[src/hdl/oltbl_pkg.sv]
// ----------------------------------------------------------------------------
// Ordered list table package
// Shared widths, command and status codes, and the control word that the
// controller broadcasts to the row of storage cells.
// ----------------------------------------------------------------------------
package oltbl_pkg;

  // Field widths of the request and response channels.
  localparam int CMD_W    = 3;
  localparam int POS_W    = 10;
  localparam int ITEM_W   = 64;
  localparam int STATUS_W = 2;
  localparam int COUNT_W  = 10;

  // Parameter defaults and the largest supported table.
  localparam int CAPACITY_DEF    = 512;
  localparam int VALUE_WIDTH_DEF = 64;
  localparam int CAPACITY_MAX    = 4096;

  // Wide enough for any index or count of the largest table.
  localparam int IDX_MAX_W = $clog2(CAPACITY_MAX + 1);

  typedef enum logic [CMD_W-1:0] {
    CMD_INSERT = 3'd0,
    CMD_DELETE = 3'd1,
    CMD_GET    = 3'd2,
    CMD_FIND   = 3'd3,
    CMD_SORTED = 3'd4
  } cmd_t;

  typedef enum logic [STATUS_W-1:0] {
    STAT_OK    = 2'd0,
    STAT_FULL  = 2'd1,
    STAT_RANGE = 2'd2,
    STAT_MISS  = 2'd3
  } status_t;

  typedef enum logic [1:0] {
    CELL_HOLD   = 2'd0,
    CELL_INSERT = 2'd1,
    CELL_DELETE = 2'd2
  } cell_op_t;

  // Control word seen by every cell. The index is the insert or delete
  // position during an update and the probe address during a read.
  typedef struct packed {
    cell_op_t               op;
    logic                   by_addr;
    logic [IDX_MAX_W-1:0]   index;
    logic [IDX_MAX_W-1:0]   count;
  } cell_ctrl_t;

  // Number of register stages in the result tree: one every three levels.
  function automatic int tree_lat(int capacity);
    return $clog2(capacity) / 3;
  endfunction

endpackage

[src/hdl/oltbl_cell.sv]
// ----------------------------------------------------------------------------
// Ordered list table cell
// Holds one table entry, shifts with its neighbors on insert and delete, and
// flags itself for the result tree on an address or key match.
// ----------------------------------------------------------------------------
module oltbl_cell #(
  parameter int IDX         = 0,
  parameter int VALUE_WIDTH = oltbl_pkg::VALUE_WIDTH_DEF
) (
  input  logic                   clk,
  input  oltbl_pkg::cell_ctrl_t  ctrl,
  input  logic [VALUE_WIDTH-1:0] new_value,
  input  logic [VALUE_WIDTH-1:0] key,
  input  logic [VALUE_WIDTH-1:0] left_value,
  input  logic [VALUE_WIDTH-1:0] right_value,
  output logic [VALUE_WIDTH-1:0] value,
  output logic                   hit
);
  import oltbl_pkg::*;

  localparam logic [IDX_MAX_W-1:0] MY_IDX = IDX_MAX_W'(IDX);

  always_ff @(posedge clk) begin
    case (ctrl.op)
      CELL_INSERT: begin
        if (MY_IDX == ctrl.index) begin
          value <= new_value;
        end else if (MY_IDX > ctrl.index) begin
          value <= left_value;
        end
      end
      CELL_DELETE: begin
        if (MY_IDX >= ctrl.index) begin
          value <= right_value;
        end
      end
      default: begin
        value <= value;
      end
    endcase
  end

  // Only entries below the count take part in a key search.
  always_comb begin
    if (ctrl.by_addr) begin
      hit = (MY_IDX == ctrl.index);
    end else begin
      hit = (value == key) && (MY_IDX < ctrl.count);
    end
  end

endmodule

[config.mk]
export PLATFORM = sky130hd
export DESIGN_NAME = oltbl_cell
export DESIGN_NICKNAME = d
export VERILOG_FILES = /design/src/hdl/oltbl_pkg.sv /design/src/hdl/oltbl_cell.sv
export SDC_FILE = /design/constraint.sdc
export NUM_CORES = 1
export LEC_CHECK = 0
export BUFFER_PORTS_ARGS = -buffer_cell sky130_fd_sc_hd__buf_2
export CORE_AREA = 4 4 134 136
export CTS_CLUSTER_DIAMETER = 120
export DETAILED_ROUTE_END_ITERATION = 12
export DIE_AREA = 0 0 138 140
export MAX_ROUTING_LAYER = met4
export SYNTH_ARGS = -nofsm -noshare
export SYNTH_HDL_FRONTEND = slang
export SYNTH_SLANG_ARGS = --single-unit
[constraint.sdc]
create_clock -name clk -period 9.5 [get_ports clk]
set_input_delay 1.425 -clock clk [delete_from_list [all_inputs] [get_ports clk]]
set_output_delay 1.425 -clock clk [all_outputs]
set_load 0.01 [all_outputs]
== After elaboration in Yosys (flattened, before gate mapping) ==
Index checks and enable logic that the tools add are counted.
Word-level totals
  logic and storage cells: 18
  ROM bits: 0
  flip-flop bits (word level): 64
  input bits: 286
  memory bits (writable): 0
  memories kept: 0
  latch bits: 0
Cells by class
  eq/ne operators: 5
  muxes and demuxes: 5
  bitwise gates (word level): 0
  $lt $le $gt $ge: 3
  reduce and logical (&&, ||, !) cells: 4
  div/mod/pow operators: 0
  shift operators: 0
  multiply operators: 0
  add/subtract/negate cells: 0
Operators with widths (number)
  $mux W64: 3
  $pmux W64 S2: 1
  $eq A64 B64 Y1: 1
  $ge A1 B13 Y1 const A: 1
  $gt A1 B13 Y1 const A: 1
  $logic_not A13 Y1: 1
  $lt A1 B13 Y1 const A: 1
  $ne A3 B3 Y1 const B: 1
  $reduce_and A3 Y1: 1
  $eq A2 B1 Y1 const B: 1
  $eq A2 B2 Y1 const B: 1
  $ne A2 B2 Y1 const B: 1
  $reduce_bool A2 Y1: 1
  $logic_and A1 B1 Y1: 1
  $mux W1: 1

== Longest topological paths before layout ==
Gate-level depths: netlist of the first run.
  depth in word-level cells: 4
  mapped depth: 6

== Least setup slack after synthesis of the first run ==
No wires, ideal clock.
  path type: input-to-reg
  start: input port ctrl[15] (netlist name)
  end: register value[0] (enable)
  path slack: 4.079 ns
  setup time: 0.487 ns
  data required time: 9.013 ns
  data arrival time: 4.934 ns
  stages: 5
  path through: nor4_1 > nand4_1 > buf_4 > buf_2 > nor2_1
On the way
  word-level cells in the longest chain between the ends: 3
  elaborated cells on any way between the ends: 6
  those cells by class: 2 x order compare; 2 x eq/ne; 2 x reduce/logical
Ends and longest elaborated chain
  from (decl): RTL line oltbl_cell.sv:11  | input oltbl_pkg::cell_ctrl_t ctrl,
  $gt A1 B13 Y1 (tied with other cells): RTL line oltbl_cell.sv:28  | end else if (MY_IDX > ctrl.index) begin
  $ne A3 B3 Y1 (no source line) or $ne A2 B2 Y1 (tied branches)
  $reduce_and A3 Y1 (no source line) (*)
  to (signal assigned): RTL line oltbl_cell.sv:27  | value <= new_value;
  to (signal assigned): RTL line oltbl_cell.sv:29  | value <= left_value;
  to (signal assigned): RTL line oltbl_cell.sv:34  | value <= right_value;
  to (decl): RTL line oltbl_cell.sv:16  | output logic [VALUE_WIDTH-1:0] value,
Mark *: on every way between the ends. The rest lies on a longest branch, timed or not.
A chain may end at the register's enable or synchronous reset.

== Worst setup path in the final report of the first run ==
  start: input port key[33]
  end: output port hit
On the way
  word-level cells in the longest chain between the ends: 3
Ends and longest elaborated chain
  from (decl): RTL line oltbl_cell.sv:13  | input logic [VALUE_WIDTH-1:0] key,
  $eq A64 B64 Y1: RTL line oltbl_cell.sv:48  | hit = (value == key) && (MY_IDX < ctrl.count);
  $logic_and A1 B1 Y1: RTL line oltbl_cell.sv:48
  $mux W1: RTL line oltbl_cell.sv:45  | if (ctrl.by_addr) begin
  to (decl): RTL line oltbl_cell.sv:17  | output logic hit
No other way between the ends.

==> results of run 1 <==
metrics by stage:
| stage | instances | setup slack, ps |
|---|---|---|
| after floorplan | 396 | 4080 |
| after global placement | 955 | 4910 |
| after detailed placement | 955 | 4900 |
| after CTS | 970 | 4880 |
| after global routing | 971 | 4800 |
| final | 971 | 4910 |
cells by family after synthesis:
kind of cell,share of synthesized area [%]
AO/OA/AOI/OAI,11.0
flip-flops,47.2
buffers and inverters,3.84
XOR/XNOR,10.3
multiplexers,15.7
AND/OR/NAND/NOR,11.8
cells in the mapped netlist:
| library cell | n | area [µm²] |
|---|---|---|
| a2111o_1 | 2 | 22.5 |
| a2111oi_0 | 1 | 8.76 |
| a222oi_1 | 1 | 10.0 |
| a22oi_1 | 2 | 15.0 |
| a2bb2oi_1 | 1 | 8.76 |
| a31oi_1 | 1 | 6.26 |
| and4_1 | 1 | 8.76 |
| buf_1 | 1 | 3.75 |
| buf_2 | 5 | 25.0 |
| buf_4 | 4 | 30.0 |
| clkbuf_1 | 11 | 41.3 |
| edfxtp_1 | 64 | 1920 |
| inv_1 | 15 | 56.3 |
| mux2i_1 | 64 | 641 |
| nand2_1 | 64 | 240 |
| nand2b_1 | 3 | 18.8 |
| nand3_1 | 1 | 5.00 |
| nand4_1 | 11 | 68.8 |
| nor2_1 | 3 | 11.3 |
| nor2b_1 | 7 | 43.8 |
| nor3_1 | 5 | 25.0 |
| nor4_1 | 8 | 50.1 |
| o2111ai_1 | 1 | 8.76 |
| o21ai_0 | 26 | 130 |
| o21ai_1 | 38 | 190 |
| o221ai_1 | 1 | 8.76 |
| o22ai_1 | 5 | 31.3 |
| o32ai_1 | 1 | 8.76 |
| or4_1 | 1 | 7.51 |
| xnor2_1 | 34 | 298 |
| xor2_1 | 14 | 123 |
how the worst max path moves through the flow:
stage                   from       end  slack [ps]  cells after the start
floorplan           ctrl[15]  value[0]        4080                      5
finish               key[33]       hit        4910                      7
detailed placement   key[33]       hit        4900                      7
CTS                  key[33]       hit        4880                      7
global placement     key[33]       hit        4910                      7
global route         key[33]       hit        4800                      7
per-layer routing:
layer  wire, µm  part of all wire (%)  global-route usage, %
met4        361                   2.2                   5.10
met2       8310                    52                   28.6
met1       6320                    39                   18.2
met5          0                     0                      -
met3       1130                   7.0                   4.61
final cells by class:
cell class	count	area [µm²]
flip-flops and latches	64	1920
repair buffers	355	1790
clock buffers	10	229
diodes	1	2.50
inverters	15	56.3
well taps	225	282
multi-input cells	296	2000
fillers	1764	10600
clock inverters	5	25.0
worst max-delay path, delay by kind of cell:
family | cells | cell delay (ps)
XOR/XNOR | 1 | 260
AND/OR/NAND/NOR | 2 | 640
buffers and inverters | 2 | 290
AO/OA/AOI/OAI | 2 | 550
placed cells by master (no fill, tap or decap), drive strengths merged:
cell	n
and4	1
nor2	3
inv	15
clkinv	4
buf	355
o21ai	64
mux2i	64
nor2b	7
or4	1
o221ai	1
a2111o	2
a222oi	1
a31oi	1
nor4	8
xnor2	34
xor2	14
nor3	5
a2bb2oi	1
o22ai	5
clkbuf	10
clkinvlp	1
o32ai	1
a2111oi	1
a22oi	2
o2111ai	1
nand4	11
diode	1
nand2	64
nand3	1
nand2b	3
edfxtp	64
power by group through the flow:
stage | Sequential (mW) | Clock, mW | Combinational, mW
after CTS | 0.313 | 0.301 | 0.114
after global placement | 0.319 | 0 | 0.112
after global routing | 0.313 | 0.315 | 0.126
final | 0.313 | 0.289 | 0.113
after detailed placement | 0.319 | 0 | 0.114
after floorplan | 0.319 | 0 | 0.0411
==> impl_results.md, run 1 <==
* DRC at 0
* P_int at 0.549 mW
* Fin util at 37.3%
* Vias per inst at 4.35
* Pwr Total at 0.715 mW
* Sw frac at 23.2%
* Comb power frac at 15.7%
* Remaining global-route overflow at 0
* IO Port Bufs at 350
* CP Capture Type: primary output
* Fin crit share at 48.3%
* Synth-to-Final Area Change at 55.1%
* Mapped Area at 4070 µm²
* Post-CTS Hold Fix Bufs at 0
* Vias in the first global route at 4390
* Leak pwr at 3.19 nW
* H-tree depth at 3
* Critical path class: input pin to primary output
* First-pass GRT wire length at 23800 µm
* I/O pin count at 351
* Synth unique cells at 31
* Initial antenna violation count at 1
* Die area at 19300 µm²
* Net Count, Synth at 682
* Avg WL per Cell at 16.6 µm
* Post-Layout Inst Area at 6310 µm²
* Die height at 140 µm
* Setup TNS at 0 ps
* Max VDD drop at 70.2 µV
* Largest net degree at the start of global routing at 72
* Relative slew slack at 38.2%
* Max Slew Vio Count at 0
* Post-CTS sizing at 0
* Drt pass-1 iters at 4
* RSZ-0062 raised after global routing: false
* WHS Path Cells at 3
* CTS sink cnt at 64
* Tmin final at 4590 ps
* Starting density of the core at 24.0%
* CTS tree: done
* Share of cells above drive strength 1 at 49.5%
* # setup viols final at 0
* Syn_area_per_cell at 10.3 µm²
* Final wirelength at 16100 µm
* GP Congestion at 0.910
* Detail Placement HPWL at 13600 µm
* Hold Crit Class: input pin to register
* Sequential power share at 43.8%
* Fmax at 218 MHz
* Drt first-iter violations at 185
* Slowest-stage cell, CP: nor4_1
* Crit Path Max Fanout at 1
* Flops & latches, synth at 64
* Nets at 1027
* Reg with most FFs: value
* Clk root buf: clkbuf_16
* Startpoint types: input pin
* Final hold violation count at 0
* Critical-path cell list: buf_2 > xnor2_1 > o221ai_1 > nor4_1 > nand4_1 > o32ai_1 > buf_2
* Core Footprint at 16900 µm²
* Vias post-DR at 4223
* CTS clk-pin slew, worst paths at 60 ps
* Post-CTS setup buffer count at 0
* Largest regs: value x64
* Worst hold slack at 1370 ps
* Arrival time worst endpoint at 3160 ps
* Mapped Cells at 396
* Post-route antenna net violation count at 0
* Hold path start: right_value[42]
* Synth warn at 0
* Clk pwr share at 40.4%
* Hold Crit Endpoint: value[42]
* Switching power at 0.166 mW
* Pwr/cell area at 113 nW/µm²
* Max cap viols at 0
* CTS buffer count at 9
* Worst path required time at 8080 ps
* GRT Overall Usage at 16.4%
* Placed Area at 6050 µm²
* Measured slew at the worst slew-check pin at 924 ps
* Status: completed
* FP Rows at 48
* CP most frequent cell: buf_2
* Max FFs per register at 64
* Post-synthesis sequential area ratio at 47.2%
* Longest Clk Path Bufs at 2
* Critical path's largest stage delay at 490 ps
* Die width at 138 µm
No activity file was read; power rests on OpenSTA's default activity.
==> run 2: changes to the inputs <==
--- a/config.mk
+++ b/config.mk
@@ -5,11 +5,12 @@
 export SDC_FILE = /design/constraint.sdc
 export NUM_CORES = 1
 export LEC_CHECK = 0
+export ABC_AREA = 1
 export BUFFER_PORTS_ARGS = -buffer_cell sky130_fd_sc_hd__buf_2
-export CORE_AREA = 4 4 134 136
+export CORE_AREA = 4 4 136 138
 export CTS_CLUSTER_DIAMETER = 120
 export DETAILED_ROUTE_END_ITERATION = 12
-export DIE_AREA = 0 0 138 140
+export DIE_AREA = 0 0 140 142
 export MAX_ROUTING_LAYER = met4
 export SYNTH_ARGS = -nofsm -noshare
 export SYNTH_HDL_FRONTEND = slang
==> constraint.sdc (replaced) <==
create_clock -name clk -period 4.2 [get_ports clk]
set_input_delay 0.63 -clock clk [delete_from_list [all_inputs] [get_ports clk]]
set_output_delay 0.63 -clock clk [all_outputs]
set_load 0.01 [all_outputs]
==> run 2 against run 1 <==
  * Clock-buffer cell count stayed put
  * First-iteration DRC count up 2.2%
  * Non-clock buffer count unchanged
  * Area after synthesis increased by 14%
  * Clock power rose to 2.7 times the previous value
  * Critical path type is now register to primary output
  * Highest routed layer unchanged
==> impl_results.md, run 2 <==
* Die height at 142 µm
* Simple-gate share of the synthesized area at 34.5%
* Max VDD drop at 186 µV
* CTS buffer count at 9
* Arrival time worst endpoint at 1780 ps
* Startpoint types: register
* Largest net degree at the start of global routing at 79
* CP Capture Type: primary output
* Detail Placement HPWL at 15500 µm
* Post-CTS sizing at 0
* CP bufs+invs at 2
* Critical path class: register to primary output
* Remaining global-route overflow at 0
* Flops & latches, synth at 64
* Primary FF master, synth: edfxtp_1
* CTS sink cnt at 64
* Commonest cells after routing, fill and taps aside: buf_2, nand2_1, nor2_1
* RSZ-0062 raised after global routing: false
* IO Port Bufs at 350
* Non-Filler Instances at 1228
* Post-Place Cells at 1210
* Hold Crit Class: input pin to register
* Vias in the first global route at 5262
* Fmax at 415 MHz
* Reg with most FFs: value
* Fin crit share at 57.4%
* Relative slew slack at 42.8%
* CTS tree: done
* Leading area contributor after synthesis: edfxtp_1
* Crit-path leading delay family: simple AND/OR/NAND/NOR gates
* Leak pwr at 3.60 nW
* Critical-path cell list: inv_1 > nand2_1 > nand2_1 > nor2_1 > nand2_1 > nor2_1 > nand2_1 > nor2_1 > nand3_1 > nand2_1 > buf_2
* Worst hold slack at 639 ps
* Worst path required time at 3570 ps
* Starting density of the core at 27.1%
* Die area at 19900 µm²
* Top cell type's share of synthesized area at 41.3%
* GRT Overall Usage at 18.9%
* Cell with the most instances after synthesis: nand2_1
* Largest family of logic cells by synthesized area: simple AND/OR/NAND/NOR gates
* Synth Area in Adders at 0%
* Critical path's largest stage delay at 410 ps
* Longest Clk Path Bufs at 2
* Drt pass-1 iters at 4
* Mapped Area at 4650 µm²
* Share of cells above drive strength 1 at 42.2%
* Final wirelength at 18900 µm
* Nets at 1282
* Pwr/cell area at 257 nW/µm²
* Status: completed
* I/O pin count at 351
* Synth Area in Compound Gates at 10.7%
* Max FFs per register at 64
* Largest regs: value x64
* Vias per inst at 4.33
* H-tree depth at 3
* Commonest cells post-synth: nand2_1, nor2_1, inv_1, a31oi_1, edfxtp_1
* Ys async rst share at 0%
* Synth unique cells at 21
* CTS clk-pin slew, worst paths at 60 ps
* Core Footprint at 17200 µm²
* EDFF count, synth at 64
* Synth warn at 0
* Syn_area_per_cell at 7.07 µm²
* Drt first-iter violations at 189
* Tmin final at 2410 ps
* Post-CTS Hold Fix Bufs at 0
* Avg WL per Cell at 15.4 µm
* Crit Path Max Fanout at 2
* Post-CTS setup buffer count at 0
* Most common cell after layout, fill and taps aside: buf_2
* Synth-to-Final Area Change at 46.9%
* Setup TNS at 0 ps
* First-pass GRT wire length at 28100 µm
* Die width at 140 µm
* # setup viols final at 0
* Slowest-stage cell, CP: edfxtp_1
* Synth Area in XOR/XNOR at 2.63%
* Mapped Cells at 658
* Proportion of synthesized area in mux cells at 0%
* Post-synthesis sequential area ratio at 41.3%
* Clk root buf: clkbuf_16
* Initial antenna violation count at 3
* FP Rows at 48
* WP depth at 11
* Vias post-DR at 5313
* Max cap viols at 0
* CP most frequent cell: nand2_1
* Measured slew at the worst slew-check pin at 858 ps
* WHS Path Cells at 3
* Synth area leaders: edfxtp_1, nand2_1, nor2_1
* GP Congestion at 0.858
* Final hold violation count at 0
* Post-route antenna net violation count at 0
* DRC at 0
* Max Slew Vio Count at 0
* Net Count, Synth at 944
==> run 2: cell types whose count changed after synthesis, sizes merged, moves of 11 or more <==
cell | previous run | this run
inv | 15 | 79
xnor2 | 34 | 8
mux2i | 64 | 0
a31oi | 1 | 64
nor2 | 3 | 121
nand2 | 64 | 260
nand4 | 11 | 0
o21ai | 64 | 15
==> run 2: layer usage <==
metal | part of all wire [%] | track usage, % | wire length, µm | vias up
li1 | - | - | - | 2772
met1 | 41 | 22.6 | 7830 | 2296
met3 | 6.5 | 3.26 | 1220 | 24
met5 | 0 | - | 0 | -
met2 | 50 | 32.7 | 9510 | 221
met4 | 1.8 | 5.76 | 344 | 0
==> run 2: kinds of logic after synthesis <==
family,after synthesis
DFF,64
xor gates and xnor gates,14
buffers and inverters,107
AOI/OAI and AO/OA,83
and+or+nand+nor,390
==> run 2: worst paths after layout <==
path | start | to | slack, ps
max | value[41] | hit | 1790
min | right_value[52] | value[52] | 640
==> run 2: area by class of cell <==
| class | count | area [µm²] |
|---|---|---|
| Sequential cell | 64 | 1920 |
| Clock inverter | 5 | 72.6 |
| Clock buffer | 10 | 229 |
| Antenna cell | 3 | 7.51 |
| Tap cell | 225 | 282 |
| Inverter | 79 | 298 |
| Timing Repair Buffer | 355 | 1790 |
| Fill cell | 1866 | 10300 |
| Multi-Input combinational cell | 487 | 2240 |
==> run 2: power by group <==
group	total, mW	internal, mW	switching [mW]
Clock	0.779	0.511	0.268
Combinational	0.272	0.145	0.128
Sequential	0.709	0.709	0.0000462
Total	1.76	1.36	0.396
==> run 2: metrics by stage <==
stage	utilization (%)	power [mW]	cell area, µm²	setup WS, ps
2_1_floorplan	-	0.828	4660	623
3_3_place_gp	38.0	0.994	6530	1640
3_5_place_dp	38.0	0.997	6530	1650
4_1_cts	39.8	1.79	6830	1610
5_1_grt	39.8	1.85	6840	1520
6_report	39.8	1.76	6840	1790
==> run 3: changes to the inputs <==
==> constraint.sdc (replaced) <==
create_clock -name clk -period 2 [get_ports clk]
set_input_delay 0.3 -clock clk [delete_from_list [all_inputs] [get_ports clk]]
set_output_delay 0.3 -clock clk [all_outputs]
set_load 0.01 [all_outputs]
==> run 3 against run 2 <==
  * The flow now finishes with violations (negative setup slack)
  * Clock-buffer cell count shrank 1
  * Setup slack got worse by 1800 ps
  * Combinational power rose by 130%
  * Critical path depth fell by 1
  * Flip-flop and latch count did not move
  * Non-clock buffer count is 22 higher
  * Wire length is 4.2% higher
  * Sequential share of layout area shrank 1.2 points
  * Critical path type unchanged
  * Largest cell class unchanged
  * Largest power group unchanged
==> impl_results.md, run 3 (same netlist as run 2, synthesis figures left out) <==
* Status: finished, violations left
* Failing checks: negative setup slack
* Pwr/cell area at 512 nW/µm²
* Synth-to-Final Area Change at 53.4%
* # setup viols final at 1
* Vias in the first global route at 5144
* Final wirelength at 19700 µm
* Startpoint types: register
* Max VDD drop at 355 µV
* Largest regs: value x64
* Starting density of the core at 27.1%
* Max Slew Vio Count at 0
* Worst hold slack at 305 ps
* First-pass GRT wire length at 27900 µm
* Longest Clk Path Bufs at 2
* Clk root buf: clkbuf_16
* Die height at 142 µm
* Die width at 140 µm
* Max cap viols at 0
* Slack of the critical path at -41.0 ps
* FF/Latch Area at 1920 µm²
* IO Port Bufs at 350
* Tmin final at 2040 ps
* Hold Crit Class: input pin to register
* Initial antenna violation count at 0
* Die area at 19900 µm²
* Critical path class: register to primary output
* CTS buffer count at 9
* Detail Placement HPWL at 16700 µm
* Final hold violation count at 0
* RSZ-0062 raised after global routing: true
* Sw frac at 24.3%
* CP most frequent cell: nand2_1
* Drt first-iter violations at 222
* Post-Layout Inst Area at 7140 µm²
* Measured slew at the worst slew-check pin at 402 ps
* Diodes inserted at 0
* Vias per inst at 4.36
* CTS tree: done
* Max FFs per register at 64
* Clk pwr share at 42.3%
* Leak pwr at 3.74 nW
* Worst path required time at 1700 ps
* Remaining global-route overflow at 0
* Reg with most FFs: value
* H-tree depth at 3
* Pwr Total at 3.65 mW
* Fmax at 490 MHz
* Comb power frac at 16.9%
* Largest net degree at the start of global routing at 36
* CTS sink cnt at 64
* Drt pass-1 iters at 4
* Multi-input gate area at 2280 µm²
* Core Footprint at 17200 µm²
* Sequential power share at 40.7%
* CTS clk-pin slew, worst paths at 60 ps
* Share of cells above drive strength 1 at 44.9%
* Busiest grt layer: met2
* Vias post-DR at 5447
* I/O pin count at 351
* Relative slew slack at 73.1%
* Post-route antenna net violation count at 0
* Switching power at 0.886 mW
* Slowest-stage cell, CP: edfxtp_1
* Commonest cells after routing, fill and taps aside: buf_2, nand2_1, nor2_1
* Global Route met2 Usage at 33.2%
* GP Congestion at 0.823
* Fin crit share at 102%
* DRC at 0
* CP Capture Type: primary output
* Nets at 1304
* Arrival time worst endpoint at 1740 ps
* Crit Path Max Fanout at 3
* GR Util met3 at 3.80%
* P_int at 2.77 mW
* Avg WL per Cell at 15.8 µm
* GRT Overall Usage at 19.1%
* Placed Area at 6750 µm²
* Critical path's largest stage delay at 410 ps
* # fillers at 1831
* Critical-path cell list: nand2_1 > nand2_1 > nor2_2 > nand2_1 > nor2_1 > nand2_1 > nor2_1 > nand3_1 > nand2_2 > buf_6
* GR Util met1 at 22.7%
* FP Rows at 48
* Most common cell after layout, fill and taps aside: buf_2
run 3: cell count changes in the layout (fill, tap and decap cells not counted), sizes merged:
cell and change:
buf +22, bufinv -1, clkbuf -1, clkinv +1, clkinvlp +2, diode -3
run 3: final timing paths:
check,startpoint,to,slack (ps),cells past startpoint
max,value[51],hit,-40,10
min,new_value[7],value[7],310,3
run 3: final cells by class:
type	count	share of cell area, %
multi-input cells	487	32.0
flip-flops and latches	64	26.9
repair buffers	377	28.9
clock buffers	9	3.15
well taps	225	3.94
inverters	79	4.28
clock inverters	7	0.876
run 3: metal layers:
metal | wire length, µm | part of all wire (%)
met4 | 272 | 1.4
met3 | 1350 | 6.8
met1 | 8090 | 41
met5 | 0 | 0
met2 | 9990 | 51
run 3: per-stage QoR:
stage	setup WS, ps	setup TNS (ps)	instances	utilization, %
after global placement	-44.9	-44.9	1225	39.3
after CTS	-133	-133	1242	41.2
final	-41.0	-41.0	1248	41.6
after global routing	-181	-181	1248	41.6
after detailed placement	19.1	0	1225	39.3
after floorplan	-346	-22150	658	-
run 3: critical path, delay by kind of cell (launching register included):
family | cells | cell delay [ps]
simple gates | 9 | 900
flops | 1 | 410
buf+inv | 1 | 110
run 3: power by group through the flow:
stage / clock network (mW) / registers (mW) / logic [mW]
final: 1.55 / 1.49 / 0.619
after global routing: 1.64 / 1.49 / 0.696
after CTS: 1.60 / 1.49 / 0.624
after detailed placement: 0 / 1.52 / 0.619
after global placement: 0 / 1.52 / 0.612
after floorplan: 0 / 1.52 / 0.228
run 3: timing repair:
item | in CTS | in global routing
hold buffers | 0 | 0
buffers inserted | 1 | 6
setup endpoints to repair | 1 | 1
resized for setup | 9 | 10
pin swaps | 3 | 5
